==> src/rtl/core/spf_pkg.sv <==
`default_nettype none

package spf_pkg;

   localparam int FRAME_BYTES_DEFAULT = 32;
   localparam int QUEUE_DEPTH         = 2;
   localparam int INDEX_W             = 5;

   localparam logic [15:0] CRC_INIT    = 16'hFFFF;
   localparam logic [15:0] CRC_POLY    = 16'h1021;
   localparam logic [15:0] CRC_MSB     = 16'h8000;
   localparam logic [15:0] PH_MAX      = 16'd1400;
   localparam logic [15:0] U16_MAX     = 16'hFFFF;
   localparam logic [15:0] NODE_ID_RST = 16'd1;

   typedef struct packed {
      logic [7:0]         msg_kind;
      logic signed [23:0] tds_ppm;
      logic signed [23:0] ph_centi;
      logic signed [23:0] turbidity_centi;
      logic signed [23:0] flow_centi;
      logic signed [23:0] water_level;
      logic [7:0]         battery_pct;
   } req_type;

   typedef struct packed {
      logic [7:0]         frame_byte;
      logic [INDEX_W-1:0] byte_index;
      logic               last_byte;
   } rsp_type;

   // clamped record as it sits in the queue
   typedef struct packed {
      logic [15:0] node_id;
      logic [7:0]  msg_kind;
      logic [15:0] tds;
      logic [15:0] ph;
      logic [15:0] turb;
      logic [15:0] flow;
      logic [15:0] level;
      logic [7:0]  battery;
   } record_type;

   typedef struct packed {
      logic full;
      logic empty;
   } q_status_type;

endpackage

`default_nettype wire

==> src/rtl/core/spf_front.sv <==
`default_nettype none

module spf_front (
   input  wire logic                 clock,
   input  wire logic                 reset,
   input  wire logic                 csr_we,
   input  wire logic [15:0]          csr_wdata,
   input  wire logic                 req_push,
   output logic                      req_full,
   input  wire spf_pkg::req_type     req_data,
   input  wire spf_pkg::q_status_type q_status,
   output logic                      q_push,
   output spf_pkg::record_type       q_wdata
);
   import spf_pkg::*;

   logic [15:0] node_id_ff, node_id_in;
   logic        valid_ff, valid_in;
   record_type  rec_ff, rec_in;
   logic        accept;

   function automatic logic [15:0] clamp24(input logic signed [23:0] v,
                                           input logic [15:0] hi);
      logic [15:0] r;
      if (v[23])
         r = 16'd0;
      else if (v[22:0] > {7'd0, hi})
         r = hi;
      else
         r = v[15:0];
      return r;
   endfunction

   assign req_full = valid_ff & q_status.full;
   assign accept   = req_push & ~req_full;
   assign q_push   = valid_ff & ~q_status.full;
   assign q_wdata  = rec_ff;

   always_comb begin
      node_id_in = csr_we ? csr_wdata : node_id_ff;
      valid_in   = accept | (valid_ff & ~q_push);
      rec_in     = rec_ff;
      if (accept) begin
         rec_in.node_id  = node_id_ff;
         rec_in.msg_kind = req_data.msg_kind;
         rec_in.tds      = clamp24(req_data.tds_ppm, U16_MAX);
         rec_in.ph       = clamp24(req_data.ph_centi, PH_MAX);
         rec_in.turb     = clamp24(req_data.turbidity_centi, U16_MAX);
         rec_in.flow     = clamp24(req_data.flow_centi, U16_MAX);
         rec_in.level    = clamp24(req_data.water_level, U16_MAX);
         rec_in.battery  = req_data.battery_pct;
      end
   end

   always_ff @(posedge clock) begin
      if (reset) begin
         node_id_ff <= NODE_ID_RST;
         valid_ff   <= 1'b0;
      end else begin
         node_id_ff <= node_id_in;
         valid_ff   <= valid_in;
      end
      rec_ff <= rec_in;
   end

endmodule

`default_nettype wire

==> src/rtl/core/spf_queue.sv <==
`default_nettype none

module spf_queue (
   input  wire logic                  clock,
   input  wire logic                  reset,
   input  wire logic                  push,
   input  wire spf_pkg::record_type   wdata,
   input  wire logic                  pop,
   output spf_pkg::record_type        rdata,
   output spf_pkg::q_status_type      status
);
   import spf_pkg::*;

   localparam int PTR_W = (QUEUE_DEPTH > 1) ? $clog2(QUEUE_DEPTH) : 1;
   localparam int CNT_W = $clog2(QUEUE_DEPTH + 1);

   record_type       entry_ff [QUEUE_DEPTH];
   logic [PTR_W-1:0] wr_ptr_ff, wr_ptr_in;
   logic [PTR_W-1:0] rd_ptr_ff, rd_ptr_in;
   logic [CNT_W-1:0] count_ff, count_in;

   function automatic logic [PTR_W-1:0] bump(input logic [PTR_W-1:0] p);
      logic [PTR_W-1:0] r;
      if (p == PTR_W'(QUEUE_DEPTH - 1))
         r = '0;
      else
         r = p + PTR_W'(1);
      return r;
   endfunction

   assign status.full  = (count_ff == CNT_W'(QUEUE_DEPTH));
   assign status.empty = (count_ff == '0);
   assign rdata        = entry_ff[rd_ptr_ff];

   always_comb begin
      wr_ptr_in = push ? bump(wr_ptr_ff) : wr_ptr_ff;
      rd_ptr_in = pop  ? bump(rd_ptr_ff) : rd_ptr_ff;
      count_in  = count_ff;
      if (push && !pop)
         count_in = count_ff + CNT_W'(1);
      else if (pop && !push)
         count_in = count_ff - CNT_W'(1);
   end

   always_ff @(posedge clock) begin
      if (reset) begin
         wr_ptr_ff <= '0;
         rd_ptr_ff <= '0;
         count_ff  <= '0;
      end else begin
         wr_ptr_ff <= wr_ptr_in;
         rd_ptr_ff <= rd_ptr_in;
         count_ff  <= count_in;
      end
      if (push)
         entry_ff[wr_ptr_ff] <= wdata;
   end

endmodule

`default_nettype wire

==> src/rtl/core/spf_back.sv <==
`default_nettype none

module spf_back #(
   parameter int FRAME_BYTES = spf_pkg::FRAME_BYTES_DEFAULT
) (
   input  wire logic                  clock,
   input  wire logic                  reset,
   input  wire spf_pkg::record_type   q_rdata,
   input  wire spf_pkg::q_status_type q_status,
   output logic                      q_pop,
   output logic                      rsp_empty,
   input  wire logic                  rsp_pop,
   output spf_pkg::rsp_type           rsp_data
);
   import spf_pkg::*;

   localparam int PW = $clog2(FRAME_BYTES);
   localparam logic [PW-1:0] CRC_HI_POS = PW'(FRAME_BYTES - 2);
   localparam logic [PW-1:0] LAST_POS   = PW'(FRAME_BYTES - 1);

   logic [PW-1:0] pos_ff, pos_in;
   logic [15:0]   crc_ff, crc_in;
   logic          out_valid_ff, out_valid_in;
   rsp_type       out_ff, out_in;
   logic          step;
   logic [7:0]    byte_sel;

   function automatic logic [15:0] crc_byte(input logic [15:0] crc, input logic [7:0] b);
      logic [15:0] c;
      c = crc ^ {b, 8'd0};
      for (int k = 0; k < 8; k++) begin
         if ((c & CRC_MSB) != 16'd0)
            c = {c[14:0], 1'b0} ^ CRC_POLY;
         else
            c = {c[14:0], 1'b0};
      end
      return c;
   endfunction

   // advance when a record waits and the output register is free or draining
   assign step      = ~q_status.empty & (~out_valid_ff | rsp_pop);
   assign q_pop     = step & (pos_ff == LAST_POS);
   assign rsp_empty = ~out_valid_ff;
   assign rsp_data  = out_ff;

   always_comb begin
      byte_sel = 8'd0;
      if (pos_ff == CRC_HI_POS)
         byte_sel = crc_ff[15:8];
      else if (pos_ff == LAST_POS)
         byte_sel = crc_ff[7:0];
      else begin
         case (pos_ff)
            PW'(0):  byte_sel = q_rdata.node_id[15:8];
            PW'(1):  byte_sel = q_rdata.node_id[7:0];
            PW'(2):  byte_sel = q_rdata.msg_kind;
            PW'(3):  byte_sel = q_rdata.tds[15:8];
            PW'(4):  byte_sel = q_rdata.tds[7:0];
            PW'(5):  byte_sel = q_rdata.ph[15:8];
            PW'(6):  byte_sel = q_rdata.ph[7:0];
            PW'(7):  byte_sel = q_rdata.turb[15:8];
            PW'(8):  byte_sel = q_rdata.turb[7:0];
            PW'(9):  byte_sel = q_rdata.flow[15:8];
            PW'(10): byte_sel = q_rdata.flow[7:0];
            PW'(11): byte_sel = q_rdata.level[15:8];
            PW'(12): byte_sel = q_rdata.level[7:0];
            PW'(13): byte_sel = q_rdata.battery;
            default: byte_sel = 8'd0;
         endcase
      end
   end

   always_comb begin
      pos_in       = pos_ff;
      crc_in       = crc_ff;
      out_in       = out_ff;
      out_valid_in = out_valid_ff & ~rsp_pop;
      if (step) begin
         out_valid_in      = 1'b1;
         out_in.frame_byte = byte_sel;
         out_in.byte_index = INDEX_W'(pos_ff);
         out_in.last_byte  = (pos_ff == LAST_POS);
         if (pos_ff == LAST_POS) begin
            pos_in = '0;
            crc_in = CRC_INIT;
         end else begin
            pos_in = pos_ff + PW'(1);
            // hold the checksum once the covered bytes are done
            if (pos_ff < CRC_HI_POS)
               crc_in = crc_byte(crc_ff, byte_sel);
         end
      end
   end

   always_ff @(posedge clock) begin
      if (reset) begin
         pos_ff       <= '0;
         crc_ff       <= CRC_INIT;
         out_valid_ff <= 1'b0;
      end else begin
         pos_ff       <= pos_in;
         crc_ff       <= crc_in;
         out_valid_ff <= out_valid_in;
      end
      out_ff <= out_in;
   end

   a_pos_range: assert property (@(posedge clock) disable iff (reset)
      pos_ff <= LAST_POS)
      else $error("frame position past end of frame");

   a_last_index: assert property (@(posedge clock) disable iff (reset)
      out_valid_ff && out_ff.last_byte |-> out_ff.byte_index == INDEX_W'(LAST_POS))
      else $error("last byte flagged at wrong position");

   a_frame_wrap: assert property (@(posedge clock) disable iff (reset)
      step && pos_ff == LAST_POS |=> pos_ff == '0 && crc_ff == CRC_INIT)
      else $error("checksum or position not restarted after frame");

   a_pop_on_last: assert property (@(posedge clock) disable iff (reset)
      q_pop |=> out_valid_ff && out_ff.last_byte)
      else $error("record released without emitting its last byte");

endmodule

`default_nettype wire

==> src/rtl/core/sensor_packet_framer_crc16_unit.sv <==
// Sensor packet framer with CRC-16/CCITT-FALSE.
// Request side: drive req_data and raise req_push; the request is taken at a
// clock edge where req_full is low. Each request is one reading record; the
// signed values are clamped and the record becomes a FRAME_BYTES byte frame.
// Response side: while rsp_empty is low, rsp_data holds the oldest frame byte
// with its index (modulo 32) and a last_byte flag on the final CRC byte; raise
// rsp_pop to take it.
// csr_we/csr_wdata write the 16-bit node id (reset value 1); the user is to
// write it only while idle, which the block itself does not enforce. A
// request is registered in the input stage, written into the queue, and
// then its first byte is registered in the output register. Throughput: one
// byte per cycle while the receiver pops each byte; while records wait,
// frames follow each other with no gap. The two-entry queue and the input
// stage hold up to three records: the frame being sent and two more waiting.
// When the receiver stalls, the current byte holds and the serializer waits;
// once the queue and the input stage are both full, req_full rises.
// Reset (synchronous, active high) drops all queued records and partial
// frames and restores the node id to 1.
`default_nettype none

module sensor_packet_framer_crc16_unit #(
   parameter int FRAME_BYTES = spf_pkg::FRAME_BYTES_DEFAULT
) (
   input  wire logic             clock,
   input  wire logic             reset,
   input  wire logic             csr_we,
   input  wire logic [15:0]      csr_wdata,
   input  wire logic             req_push,
   output logic                  req_full,
   input  wire spf_pkg::req_type req_data,
   output logic                  rsp_empty,
   input  wire logic             rsp_pop,
   output spf_pkg::rsp_type      rsp_data
);
   import spf_pkg::*;

   logic         q_push;
   logic         q_pop;
   record_type   q_wdata;
   record_type   q_rdata;
   q_status_type q_status;

   spf_front u_front (
      .clock     (clock),
      .reset     (reset),
      .csr_we    (csr_we),
      .csr_wdata (csr_wdata),
      .req_push  (req_push),
      .req_full  (req_full),
      .req_data  (req_data),
      .q_status  (q_status),
      .q_push    (q_push),
      .q_wdata   (q_wdata)
   );

   spf_queue u_queue (
      .clock  (clock),
      .reset  (reset),
      .push   (q_push),
      .wdata  (q_wdata),
      .pop    (q_pop),
      .rdata  (q_rdata),
      .status (q_status)
   );

   spf_back #(
      .FRAME_BYTES (FRAME_BYTES)
   ) u_back (
      .clock     (clock),
      .reset     (reset),
      .q_rdata   (q_rdata),
      .q_status  (q_status),
      .q_pop     (q_pop),
      .rsp_empty (rsp_empty),
      .rsp_pop   (rsp_pop),
      .rsp_data  (rsp_data)
   );

endmodule

`default_nettype wire
==> config.mk <==
export PLATFORM = sky130hd
export DESIGN_NAME = sensor_packet_framer_crc16_unit
export DESIGN_NICKNAME = d
export VERILOG_FILES = /design/src/rtl/core/spf_pkg.sv /design/src/rtl/core/spf_front.sv /design/src/rtl/core/spf_queue.sv /design/src/rtl/core/spf_back.sv /design/src/rtl/core/sensor_packet_framer_crc16_unit.sv
export SDC_FILE = /design/constraint.sdc
export NUM_CORES = 1
export LEC_CHECK = 0
export BUFFER_PORTS_ARGS = -buffer_cell sky130_fd_sc_hd__buf_2
export CAP_MARGIN = 10
export CORE_MARGIN = 2
export CORE_UTILIZATION = 50
export CTS_CLUSTER_SIZE = 20
export DETAILED_ROUTE_END_ITERATION = 8
export HOLD_SLACK_MARGIN = 0.02
export PLACE_DENSITY = 0.7
export SETUP_SLACK_MARGIN = 0.05
export SKIP_CTS_REPAIR_TIMING = 1
export SLEW_MARGIN = 20
export SYNTH_ARGS = -nofsm -noshare
export SYNTH_HDL_FRONTEND = slang
export SYNTH_SLANG_ARGS = --single-unit
==> constraint.sdc <==
create_clock -name clock -period 7.9 [get_ports clock]
set_input_delay 1.58 -clock clock [delete_from_list [all_inputs] [get_ports clock]]
set_output_delay 1.58 -clock clock [all_outputs]
set_load 0.02 [all_outputs]
==> metrics.csv, run 1 <==
stage;metric;value;unit
outcome;status;finished clean;
global_routing;vias in the first global route;8750;
timing;Highest Clock Rate;0.250;GHz
cells_and_area;share of cells above drive strength 1;20.7;%
routing;Wirelength per Cell;20.2;um
timing;Final Slew Violations;0;
routing;met2 wire len;16200;um
cells_and_area;area grow syn2layout;15.8;%
routing;Metal-1 WL;14600;um
timing;Setup Skew;14.0;ps
placed_design;detailed placement HPWL;21700;um
pwr;leak pwr;0.00631;uW
die;initial core utilization;50.8;%
worst_hold_path;hold path cells;0;
synth;Seq/Total Area, Yosys;73.2;%
routing;DRT Pass-1 Iters;7;
clocking;H-tree depth reported by CTS;2;
die;Die W;180;um
routing;routed vias;9025;
die;IO Pins;173;
clocking;clock-pin slew on the worst setup and hold paths;60;ps
timing;fin crit share;50.7;%
global_routing;initial antenna violation count;0;
setup_path;R2R Path End;u_back.crc_ff[1];
worst_hold_path;hold path start;u_front.node_id_ff[3];
timing;unrepaired setup endpoints after global routing;no;
pwr;IR drop worst, VDD;0.147;mV
global_routing;first-pass GRT wire length;50600;um
timing;Relative slew margins;32.0;%
synth;syn avg cell area;14.9;um2
setup_path;CP Capture Type;flop;
setup_path;Req. time, crit path;8300;ps
synth;synthesized area;0.0156;mm2
timing;Hold Violations, Final;0;
cells_and_area;diode count;0;
global_routing;largest net degree at the start of global routing;63;
placed_design;I/O Buffers;172;
synth;Syn Inst Count;1044;
setup_path;R2R depth;9;
routing;met3 wire length;1710;um
setup_path;reg-to-reg slack, setup;3900;ps
clocking;Clock Latency Late Sink;520;ps
placed_design;placed cell count;1564;
global_routing;GRT Util Overall;20.2;%
synth;Unique masters post-synth;62;
synth;synth warn;0;
synth;Async SR Flop Fraction;0;%
synth;cell taking the most area after synthesis;edfxtp_1;
routing;1st-iter DRT viols;951;
synth;flops & latches, synth;394;
worst_hold_path;Hold Path Sink;u_front.q_wdata[99];
setup_path;top fanout value on the critical path;62;
pwr;Power Dens Cells;264;mW/mm2
routing;Antenna Nets Post-Route;0;
synth;Most used DFF post-synth;edfxtp_1;
timing;fin crit period;4000;ps
clocking;CTS root buf;clkbuf_16;
timing;Least-Margin Pin Slew;1020;ps
cells_and_area;fin cells;1640;
setup_path;Arrival @ worst endpoint;4410;ps
clocking;CTS tree;built;
flow_run;max-cap viol count;0;
clocking;CTS buffer count;41;
routing;# DRC;0;
synth;EDFF count, synth;350;
die;total die area;0.0325;mm2
global_routing;GR Overflow Total;0;
clocking;Clock Sinks;394;
cells_and_area;Nets;1374;
placed_design;GP Congestion;0.821;
clocking;deepest clock path buffer count;3;
die;row cnt;64;
worst_hold_path;Hold Crit Class;reg2reg;
routing;Post-Route WL;33200;um
synth;area fraction of the dominant cell type after synthesis;67.6;%
die;Core Region;0.0306;mm2
synth;top cells by area, synth;edfxtp_1 68%, mux2i_1 8.4%, dfxtp_1 5.7%, nor2_1 4.7%, o22ai_1 2.3%;
routing;drt via density;5.50;
timing;Final Setup Violations;0;
routing;top layer reached by signal wires;met4;
setup_path;Critical Path Source Type;flop;
setup_path;critical path class;reg2reg;
timing;final setup TNS;0;ps
die;Die H;180;um
## state kept, by name, summed over array words and instances (netlist names), named ones only
register and flops:
u_queue.entry_ff 224, u_front.q_wdata 112, u_back.crc_ff 16, u_front.node_id_ff 16, u_back.rsp_data 14, u_back.pos_ff 5, u_queue.count_ff 2, u_back.out_valid_ff 1
u_front.valid_ff 1, u_queue.rd_ptr_ff 1, u_queue.wr_ptr_ff 1
## critical path: stages (launching register included)
cell,delay [ps]
dfxtp_4,970
buf_12,470
mux2i_1,240
o22ai_1,110
nor4_1,770
a32o_2,280
a22oi_4,110
xnor2_1,460
a21oi_1,120
or2_2,280
## cell families after synthesis
kind of cell	count (synthesis)	share of synthesized area [%]
buf+inv	65	2.17
flops	394	73.2
other cells	1	0.0241
xor+xnor	12	0.724
simple gates	326	9.97
compound gates	108	4.87
mux	132	8.52
fa+ha+maj	6	0.483
## where the power goes
| group | internal (uW) | switching, uW | total (uW) | leakage (uW) |
|---|---|---|---|---|
| Sequential | 2420 | 69.2 | 2490 | 0.00366 |
| Combinational | 168 | 263 | 431 | 0.00203 |
| Clock | 1080 | 760 | 1840 | 0.000632 |
## stage by stage
| step | hold slack [ps] | worst slack [ps] | total power, uW | util, % | instance area, um2 |
|---|---|---|---|---|---|
| after floorplan | 401 | 860 | 2810 | - | 15600 |
| after global placement | 409 | 3810 | 2950 | 54.6 | 16700 |
| after detailed placement | 415 | 3680 | 2960 | 54.6 | 16700 |
| after CTS | 428 | 3960 | 4790 | 58.9 | 18000 |
| after global routing | 443 | 3620 | 4930 | 58.9 | 18000 |
| final | 428 | 3900 | 4760 | 58.9 | 18000 |
## how the worst max path moves through the flow
stage | startpoint | end | depth (start not counted)
5_1_grt | flop | u_back.crc_ff[1] | 9
6_report | flop | u_back.crc_ff[1] | 9
2_1_floorplan | req_push | u_front.q_wdata[0] | 1
3_5_place_dp | rsp_pop | u_back.crc_ff[5] | 8
4_1_cts | flop | u_back.crc_ff[1] | 9
3_3_place_gp | rsp_pop | u_back.crc_ff[5] | 8
## per-layer routing
layer | global-route usage (%) | vias to the layer above
met5 | 0 | -
met4 | 5.32 | 0
met3 | 3.13 | 41
met2 | 33.3 | 272
met1 | 28.4 | 4441
li1 | - | 4271
## Yosys cell counts, types with 8 or more instances
cell	n
mux2i_1	131
nand2b_1	10
o22ai_1	56
nor3_1	18
a21oi_1	14
edfxtp_1	350
dfxtp_1	44
nand2_1	26
buf_2	17
clkbuf_1	23
nor4_1	23
nor2_1	196
buf_6	8
## final cells by class
cell class,instances,area (um2)
clock buffer,53,1170
fill,2361,12600
timing repair buffer,178,918
inverter,7,26.3
sequential,394,11400
tap,396,495
clock inverter,23,141
multi-input combinational,589,3860
## layout by cell type, fill, tap and decap left out, types with 5 or more instances in the layout
cell | netlist | routed
ha_1 | 6 | 6
or4b_1 | 5 | 5
inv_1 | 7 | 7
o22ai_1 | 56 | 56
nor3_1 | 18 | 18
conb_1 | 1 | 5
nor2_1 | 196 | 194
nand2b_1 | 10 | 10
buf_2 | 17 | 172
o21a_1 | 5 | 5
mux2i_1 | 131 | 131
clkbuf_1 | 23 | 7
nor4_1 | 23 | 23
xnor2_1 | 7 | 7
nand4bb_1 | 7 | 7
edfxtp_1 | 350 | 350
and2_1 | 5 | 5
a211oi_1 | 6 | 6
dfxtp_1 | 44 | 43
clkinv_2 | 0 | 7
clkinv_1 | 0 | 10
clkbuf_16 | 0 | 45
a21oi_1 | 14 | 14
buf_4 | 3 | 5
nand2_1 | 26 | 26
Note: power is estimated with default switching activity, not from simulation.
==> inputs of run 2 (changes only) <==
--- a/config.mk
+++ b/config.mk
@@ -12,7 +12,7 @@
 export CTS_CLUSTER_SIZE = 20
 export DETAILED_ROUTE_END_ITERATION = 8
 export HOLD_SLACK_MARGIN = 0.02
-export PLACE_DENSITY = 0.7
+export PLACE_DENSITY = 0.72
 export SETUP_SLACK_MARGIN = 0.05
 export SKIP_CTS_REPAIR_TIMING = 1
 export SLEW_MARGIN = 20
==> constraint.sdc (replaced) <==
create_clock -name clock -period 3.42 [get_ports clock]
set_input_delay 0.684 -clock clock [delete_from_list [all_inputs] [get_ports clock]]
set_output_delay 0.684 -clock clock [all_outputs]
set_load 0.02 [all_outputs]
==> run 2 against run 1 <==
Core utilization up 0.93 points. Total power grew 130%. Global-route usage is 0.71 points higher. Clock skew down 0.81 ps. Flip-flop and latch count unchanged. Combinational power rose by 140%. Sequential power up 130%. Setup slack worse by 3700 ps. Via count increased by 1.8%. First-iteration DRC count shrank 11%. Largest cell class unchanged.
==> metrics.csv, run 2 (synthesized netlist as in run 1, its figures left out) <==
stage;metric;value;unit;change
placed_design;GP Congestion;0.882;;was 0.821
global_routing;largest net degree at the start of global routing;113;;was 63
timing;unrepaired setup endpoints after global routing;no;;unchanged
routing;DRT Pass-1 Iters;5;;was 7
timing;Final WS setup;166;ps;was 3900 ps
clocking;H-tree depth reported by CTS;2;;unchanged
clocking;deepest clock path buffer count;3;;unchanged
clocking;CTS buffer count;40;;was 41
pwr;leak pwr;0.00646;uW;was 0.00631 uW
pwr;Power Internal;8580;uW;was 3670 uW
routing;Post-Route WL;34400;um;was 33200 um
global_routing;GRT Util Overall;20.9;%;was 20.2%
timing;Least-Margin Pin Slew;1000;ps;was 1020 ps
global_routing;vias in the first global route;8978;;was 8750
clocking;Clock Latency Late Sink;520;ps;about the same
cells_and_area;most common cell after layout, fill and taps aside;edfxtp_1;;unchanged
timing;fin crit share;95.1;%;was 50.7%
setup_path;top fanout value on the critical path;22;;was 62
placed_design;detailed placement HPWL;23500;um;was 21700 um
timing;final setup TNS;0;ps;unchanged
setup_path;CP Capture Type;flop;;unchanged
routing;Antenna Nets Post-Route;0;;unchanged
global_routing;initial antenna violation count;0;;unchanged
routing;routed vias;9184;;was 9025
clocking;CTS tree;built;;unchanged
timing;Highest Clock Rate;0.307;GHz;was 0.250 GHz
die;row cnt;64;;unchanged
timing;Final Slew Violations;0;;unchanged
pwr;Power Dens Cells;606;mW/mm2;was 264 mW/mm2
die;IO Pins;173;;unchanged
placed_design;I/O Buffers;172;;unchanged
clocking;Clock Sinks;394;;unchanged
clocking;CTS root buf;clkbuf_16;;unchanged
pwr;Gate power share;9.5;%;was 9.1%
die;Core Region;0.0306;mm2;unchanged
cells_and_area;Fillers;2367;;was 2361
placed_design;pre-CTS setup slack;232;ps;was 3680 ps
die;Die H;180;um;unchanged
cells_and_area;most frequent cells in the layout;350 x edfxtp_1, 195 x nor2_1, 172 x buf_2;;was 350 x edfxtp_1, 194 x nor2_1, 172 x buf_2
cells_and_area;area grow syn2layout;17.6;%;was 15.8%
routing;drt via density;5.54;;was 5.50
timing;WHS;336;ps;was 428 ps
cells_and_area;max reg flops;224;;unchanged
timing;Setup Skew;13.2;ps;was 14.0 ps
setup_path;Arrival @ worst endpoint;3650;ps;was 4410 ps
pwr;Sw Ratio;22.6;%;was 23.0%
setup_path;Critical Path Source Type;flop;;unchanged
die;initial core utilization;50.8;%;unchanged
pwr;Switching Power;2510;uW;was 1090 uW
global_routing;first-pass GRT wire length;52200;um;was 50600 um
clocking;clock-pin slew on the worst setup and hold paths;60;ps;about the same
timing;Relative slew margins;33.1;%;was 32.0%
routing;Wirelength per Cell;20.8;um;was 20.2 um
cells_and_area;utilization after layout;59.8;%;was 58.9%
timing;Hold Violations, Final;0;;unchanged
global_routing;GR Overflow Total;0;;unchanged
cells_and_area;diode count;0;;unchanged
flow_run;max-cap viol count;0;;unchanged
routing;# DRC;0;;unchanged
routing;1st-iter DRT viols;844;;was 951
pwr;IR drop worst, VDD;0.432;mV;was 0.147 mV
cells_and_area;largest register by flop count;u_queue.entry_ff;;unchanged
die;total die area;0.0325;mm2;unchanged
outcome;status;finished clean;;unchanged
cells_and_area;Nets;1395;;was 1374
pwr;clock power share;38.6;%;about the same
timing;Final Setup Violations;0;;unchanged
setup_path;critical path class;reg2reg;;unchanged
setup_path;Req. time, crit path;3820;ps;was 8300 ps
pwr;Reg power frac;51.9;%;was 52.4%
timing;fin crit period;3250;ps;was 4000 ps
cells_and_area;share of cells above drive strength 1;22.6;%;was 20.7%
worst_hold_path;Hold Crit Class;in2reg;;was reg2reg
die;Die W;180;um;unchanged
[run 2: cell count changes in the layout (fill, tap and decap cells not counted), moves of 3 or more]
cell / previous run / this run
bufinv_16: 1 / 4
or4b_1: 5 / 2
clkbuf_16: 45 / 41
buf_12: 1 / 7
buf_4: 5 / 21
or4b_4: 0 / 3
clkinv_1: 10 / 6
[run 2: final cells by class]
class / count / area [um2] / area share, %
Multi-Input combinational cell: 589 / 3900 / 21.3
Inverter: 7 / 26.3 / 0.144
Timing Repair Buffer: 200 / 1160 / 6.34
Clock inverter: 20 / 209 / 1.14
Sequential cell: 394 / 11400 / 62.3
Clock buffer: 53 / 1100 / 6.02
Tap cell: 396 / 495 / 2.71
[run 2: per-layer routing]
layer,global-route usage [%],wire length [um]
met5,0,0
met4,5.61,770
met3,3.11,2070
met2,35.3,17200
met1,28.6,14400
[run 2: power groups by stage]
stage | clock network [uW] | logic [uW] | registers (uW)
6_report | 4280 | 1050 | 5760
5_1_grt | 4550 | 1140 | 5790
4_1_cts | 4370 | 1030 | 5760
3_5_place_dp | 0 | 1020 | 5860
3_3_place_gp | 0 | 1010 | 5840
2_1_floorplan | 0 | 649 | 5830
[run 2: worst max-delay path, cell delays in order, from the launching register on]
cell     delay, ps
dfxtp_1        760
or4bb_1        740
o22ai_2        240
nor4_1          90
buf_4          150
a32o_2         240
a22oi_4        260
xnor2_1        250
a21oi_1        110
or2_2          280
[run 2: path summary, 6_finish.rpt]
| kind | start | end | slack [ps] | cells after the start |
|---|---|---|---|---|
| min | req_data[133] | u_front.q_wdata[93] | 340 | 1 |
| max | u_back.pos_ff[3] | u_back.crc_ff[1] | 170 | 9 |
| min reg2reg | u_front.node_id_ff[5] | u_front.q_wdata[101] | 430 | 0 |
| max reg2reg | u_back.pos_ff[3] | u_back.crc_ff[1] | 170 | 9 |
[run 2: per-stage QoR]
step | cell area, um2 | instances | total power [uW]
after global placement | 16900 | 1586 | 6860
final | 18300 | 1659 | 11100
after global routing | 18300 | 1659 | 11500
after floorplan | 15600 | 1048 | 6480
after CTS | 18200 | 1659 | 11200
after detailed placement | 16900 | 1586 | 6880
==> inputs of run 3 (changes only) <==
--- a/config.mk
+++ b/config.mk
@@ -12,7 +12,7 @@
 export CTS_CLUSTER_SIZE = 20
 export DETAILED_ROUTE_END_ITERATION = 8
 export HOLD_SLACK_MARGIN = 0.02
-export PLACE_DENSITY = 0.72
+export PLACE_DENSITY = 0.7
 export SETUP_SLACK_MARGIN = 0.05
 export SKIP_CTS_REPAIR_TIMING = 1
 export SLEW_MARGIN = 20
==> constraint.sdc (replaced) <==
create_clock -name clock -period 3.12 [get_ports clock]
set_input_delay 0.624 -clock clock [delete_from_list [all_inputs] [get_ports clock]]
set_output_delay 0.624 -clock clock [all_outputs]
set_load 0.02 [all_outputs]
==> run 3 against run 2 <==
Flip-flop and latch count is the same. First-iteration DRC count shrank 4.4%. Design area grew 1.0%. Highest routed layer unchanged. Setup slack gained 68 ps. Non-clock buffer count grew 30. Sequential share of layout area shrank 0.63 points. Cell count grew 1.7%.
==> metrics.csv, run 3 (synthesized netlist as in run 1, its figures left out) <==
stage;metric;value;unit;change
pwr;Power Dens Cells;653;mW/mm2;was 606 mW/mm2
routing;# DRC;0;;unchanged
setup_path;critical path class;reg2reg;;unchanged
setup_path;reg-to-reg slack, setup;230;ps;was 170 ps
clocking;CTS buffer count;39;;was 40
cells_and_area;Fillers;2355;;was 2367
pwr;Switching Power;2770;uW;was 2510 uW
pwr;Gate power share;10.3;%;was 9.5%
global_routing;met2 usage;35.7;%;was 35.3%
timing;final setup TNS;0;ps;unchanged
setup_path;Arrival @ worst endpoint;3320;ps;was 3650 ps
clocking;Clock Latency Late Sink;530;ps;was 520 ps
routing;DRT Pass-1 Iters;5;;unchanged
global_routing;vias in the first global route;9285;;was 8978
die;Die H;180;um;unchanged
die;total die area;0.0325;mm2;unchanged
pwr;Reg power frac;52.3;%;was 51.9%
clocking;Clock Sinks;394;;unchanged
pwr;total power;12100;uW;was 11100 uW
pwr;clock power share;37.5;%;was 38.6%
setup_path;top fanout value on the critical path;7;;was 22
pwr;leak pwr;0.00657;uW;was 0.00646 uW
cells_and_area;max reg flops;224;;unchanged
clocking;H-tree depth reported by CTS;2;;unchanged
global_routing;GRT busiest layer;met2;;unchanged
die;IO Pins;173;;unchanged
global_routing;GRT Util Overall;21.5;%;was 20.9%
placed_design;GP Congestion;0.885;;was 0.882
routing;routed vias;9190;;was 9184
clocking;CTS root buf;clkbuf_16;;unchanged
pwr;IR drop worst, VDD;0.379;mV;was 0.432 mV
timing;Least-Margin Pin Slew;794;ps;was 1000 ps
die;initial core utilization;50.8;%;unchanged
timing;fin crit period;2890;ps;was 3250 ps
routing;Antenna Nets Post-Route;0;;unchanged
cells_and_area;largest register by flop count;u_queue.entry_ff;;unchanged
setup_path;Req. time, crit path;3550;ps;was 3820 ps
outcome;status;finished clean;;unchanged
timing;Setup Skew;21.3;ps;was 13.2 ps
global_routing;met1 layer usage reported by global route;28.9;%;was 28.6%
timing;Relative slew margins;46.9;%;was 33.1%
global_routing;initial antenna violation count;0;;unchanged
pwr;Power Internal;9300;uW;was 8580 uW
timing;Final Slew Violations;0;;unchanged
placed_design;pre-CTS setup slack;109;ps;was 232 ps
cells_and_area;most common cell after layout, fill and taps aside;edfxtp_1;;unchanged
timing;Final Setup Violations;0;;unchanged
routing;1st-iter DRT viols;807;;was 844
setup_path;Critical Path Source Type;flop;;unchanged
clocking;clock-pin slew on the worst setup and hold paths;60;ps;about the same
cells_and_area;area grow syn2layout;18.8;%;was 17.6%
placed_design;I/O Buffers;172;;unchanged
flow_run;max-cap viol count;0;;unchanged
routing;Post-Route WL;35200;um;was 34400 um
pwr;Sw Ratio;23.0;%;was 22.6%
timing;fin crit share;92.5;%;was 95.1%
cells_and_area;diode count;0;;unchanged
die;Core Region;0.0306;mm2;unchanged
global_routing;met3 usage in global routing;4.00;%;was 3.11%
placed_design;detailed placement HPWL;24300;um;was 23500 um
die;Die W;180;um;unchanged
routing;Wirelength per Cell;20.8;um;about the same
die;row cnt;64;;unchanged
routing;drt via density;5.45;;was 5.54
timing;unrepaired setup endpoints after global routing;yes;;was no
global_routing;first-pass GRT wire length;53600;um;was 52200 um
timing;Hold Violations, Final;0;;unchanged
timing;Highest Clock Rate;0.347;GHz;was 0.307 GHz
cells_and_area;share of cells above drive strength 1;24.7;%;was 22.6%
clocking;deepest clock path buffer count;3;;unchanged
clocking;CTS tree;built;;unchanged
timing;Final WS setup;234;ps;was 166 ps
cells_and_area;utilization after layout;60.4;%;was 59.8%
setup_path;CP Capture Type;flop;;unchanged
cells_and_area;most frequent cells in the layout;350 x edfxtp_1, 195 x nor2_1, 172 x buf_2;;unchanged
worst_hold_path;Hold Crit Class;in2reg;;unchanged
cells_and_area;Nets;1424;;was 1395
global_routing;GR Overflow Total;0;;unchanged
global_routing;largest net degree at the start of global routing;86;;was 113
-- run 3: changes by cell type in the layout (fill, tap and decap cells not counted), sizes merged --
| cell | previous run | this run |
|---|---|---|
| inv | 9 | 7 |
| bufinv | 4 | 2 |
| clkbuf | 53 | 56 |
| clkinvlp | 2 | 1 |
| buf | 200 | 230 |
-- run 3: layout make-up --
cell class,instances,area [um2],area share (%)
Sequential cell,394,11400,61.7
Multi-Input combinational cell,589,3930,21.3
Timing Repair Buffer,230,1380,7.49
Clock buffer,56,1100,5.96
Tap cell,396,495,2.68
Clock inverter,15,144,0.779
Inverter,7,26.3,0.142
-- run 3: critical path, stage by stage, from the launching register on --
cell       delay [ps]
dfxtp_1           340
inv_1             100
ha_1              210
buf_4             150
nand4bb_1         170
buf_4             240
o22ai_1           330
nor4_2            110
a32o_2            270
a22oi_4           270
xnor2_1           140
buf_4             150
nor4_1             50
a311oi_1          250
-- run 3: final timing paths --
kind / startpoint / to / depth (start not counted)
max reg2reg: u_back.pos_ff[0] / u_back.crc_ff[14] / 13
min: req_data[133] / u_front.q_wdata[93] / 1
min reg2reg: u_front.node_id_ff[9] / u_front.q_wdata[105] / 0
max: u_back.pos_ff[0] / u_back.crc_ff[14] / 13
-- run 3: metrics by stage --
stage	cells	hold slack, ps	cell area [um2]
after floorplan	1048	401	15600
after global placement	1616	415	17200
after detailed placement	1616	418	17200
after CTS	1687	258	18400
after global routing	1687	257	18500
final	1687	266	18500
-- run 3: power by group through the flow --
stage                     registers (uW)  logic (uW)  clock network, uW
after floorplan                     6390         711                  0
after global placement              6400        1200                  0
after detailed placement            6420        1210                  0
after CTS                           6310        1220               4600
after global routing                6340        1360               4810
final                               6310        1240               4520
-- run 3: routing by layer --
metal / up-vias / wire length (um) / part of all wire, %
li1: 4368 / - / -
met1: 4474 / 14800 / 42
met4: 0 / 993 / 2.8
met2: 290 / 17200 / 49
met3: 58 / 2080 / 5.9
met5: - / 0 / 0
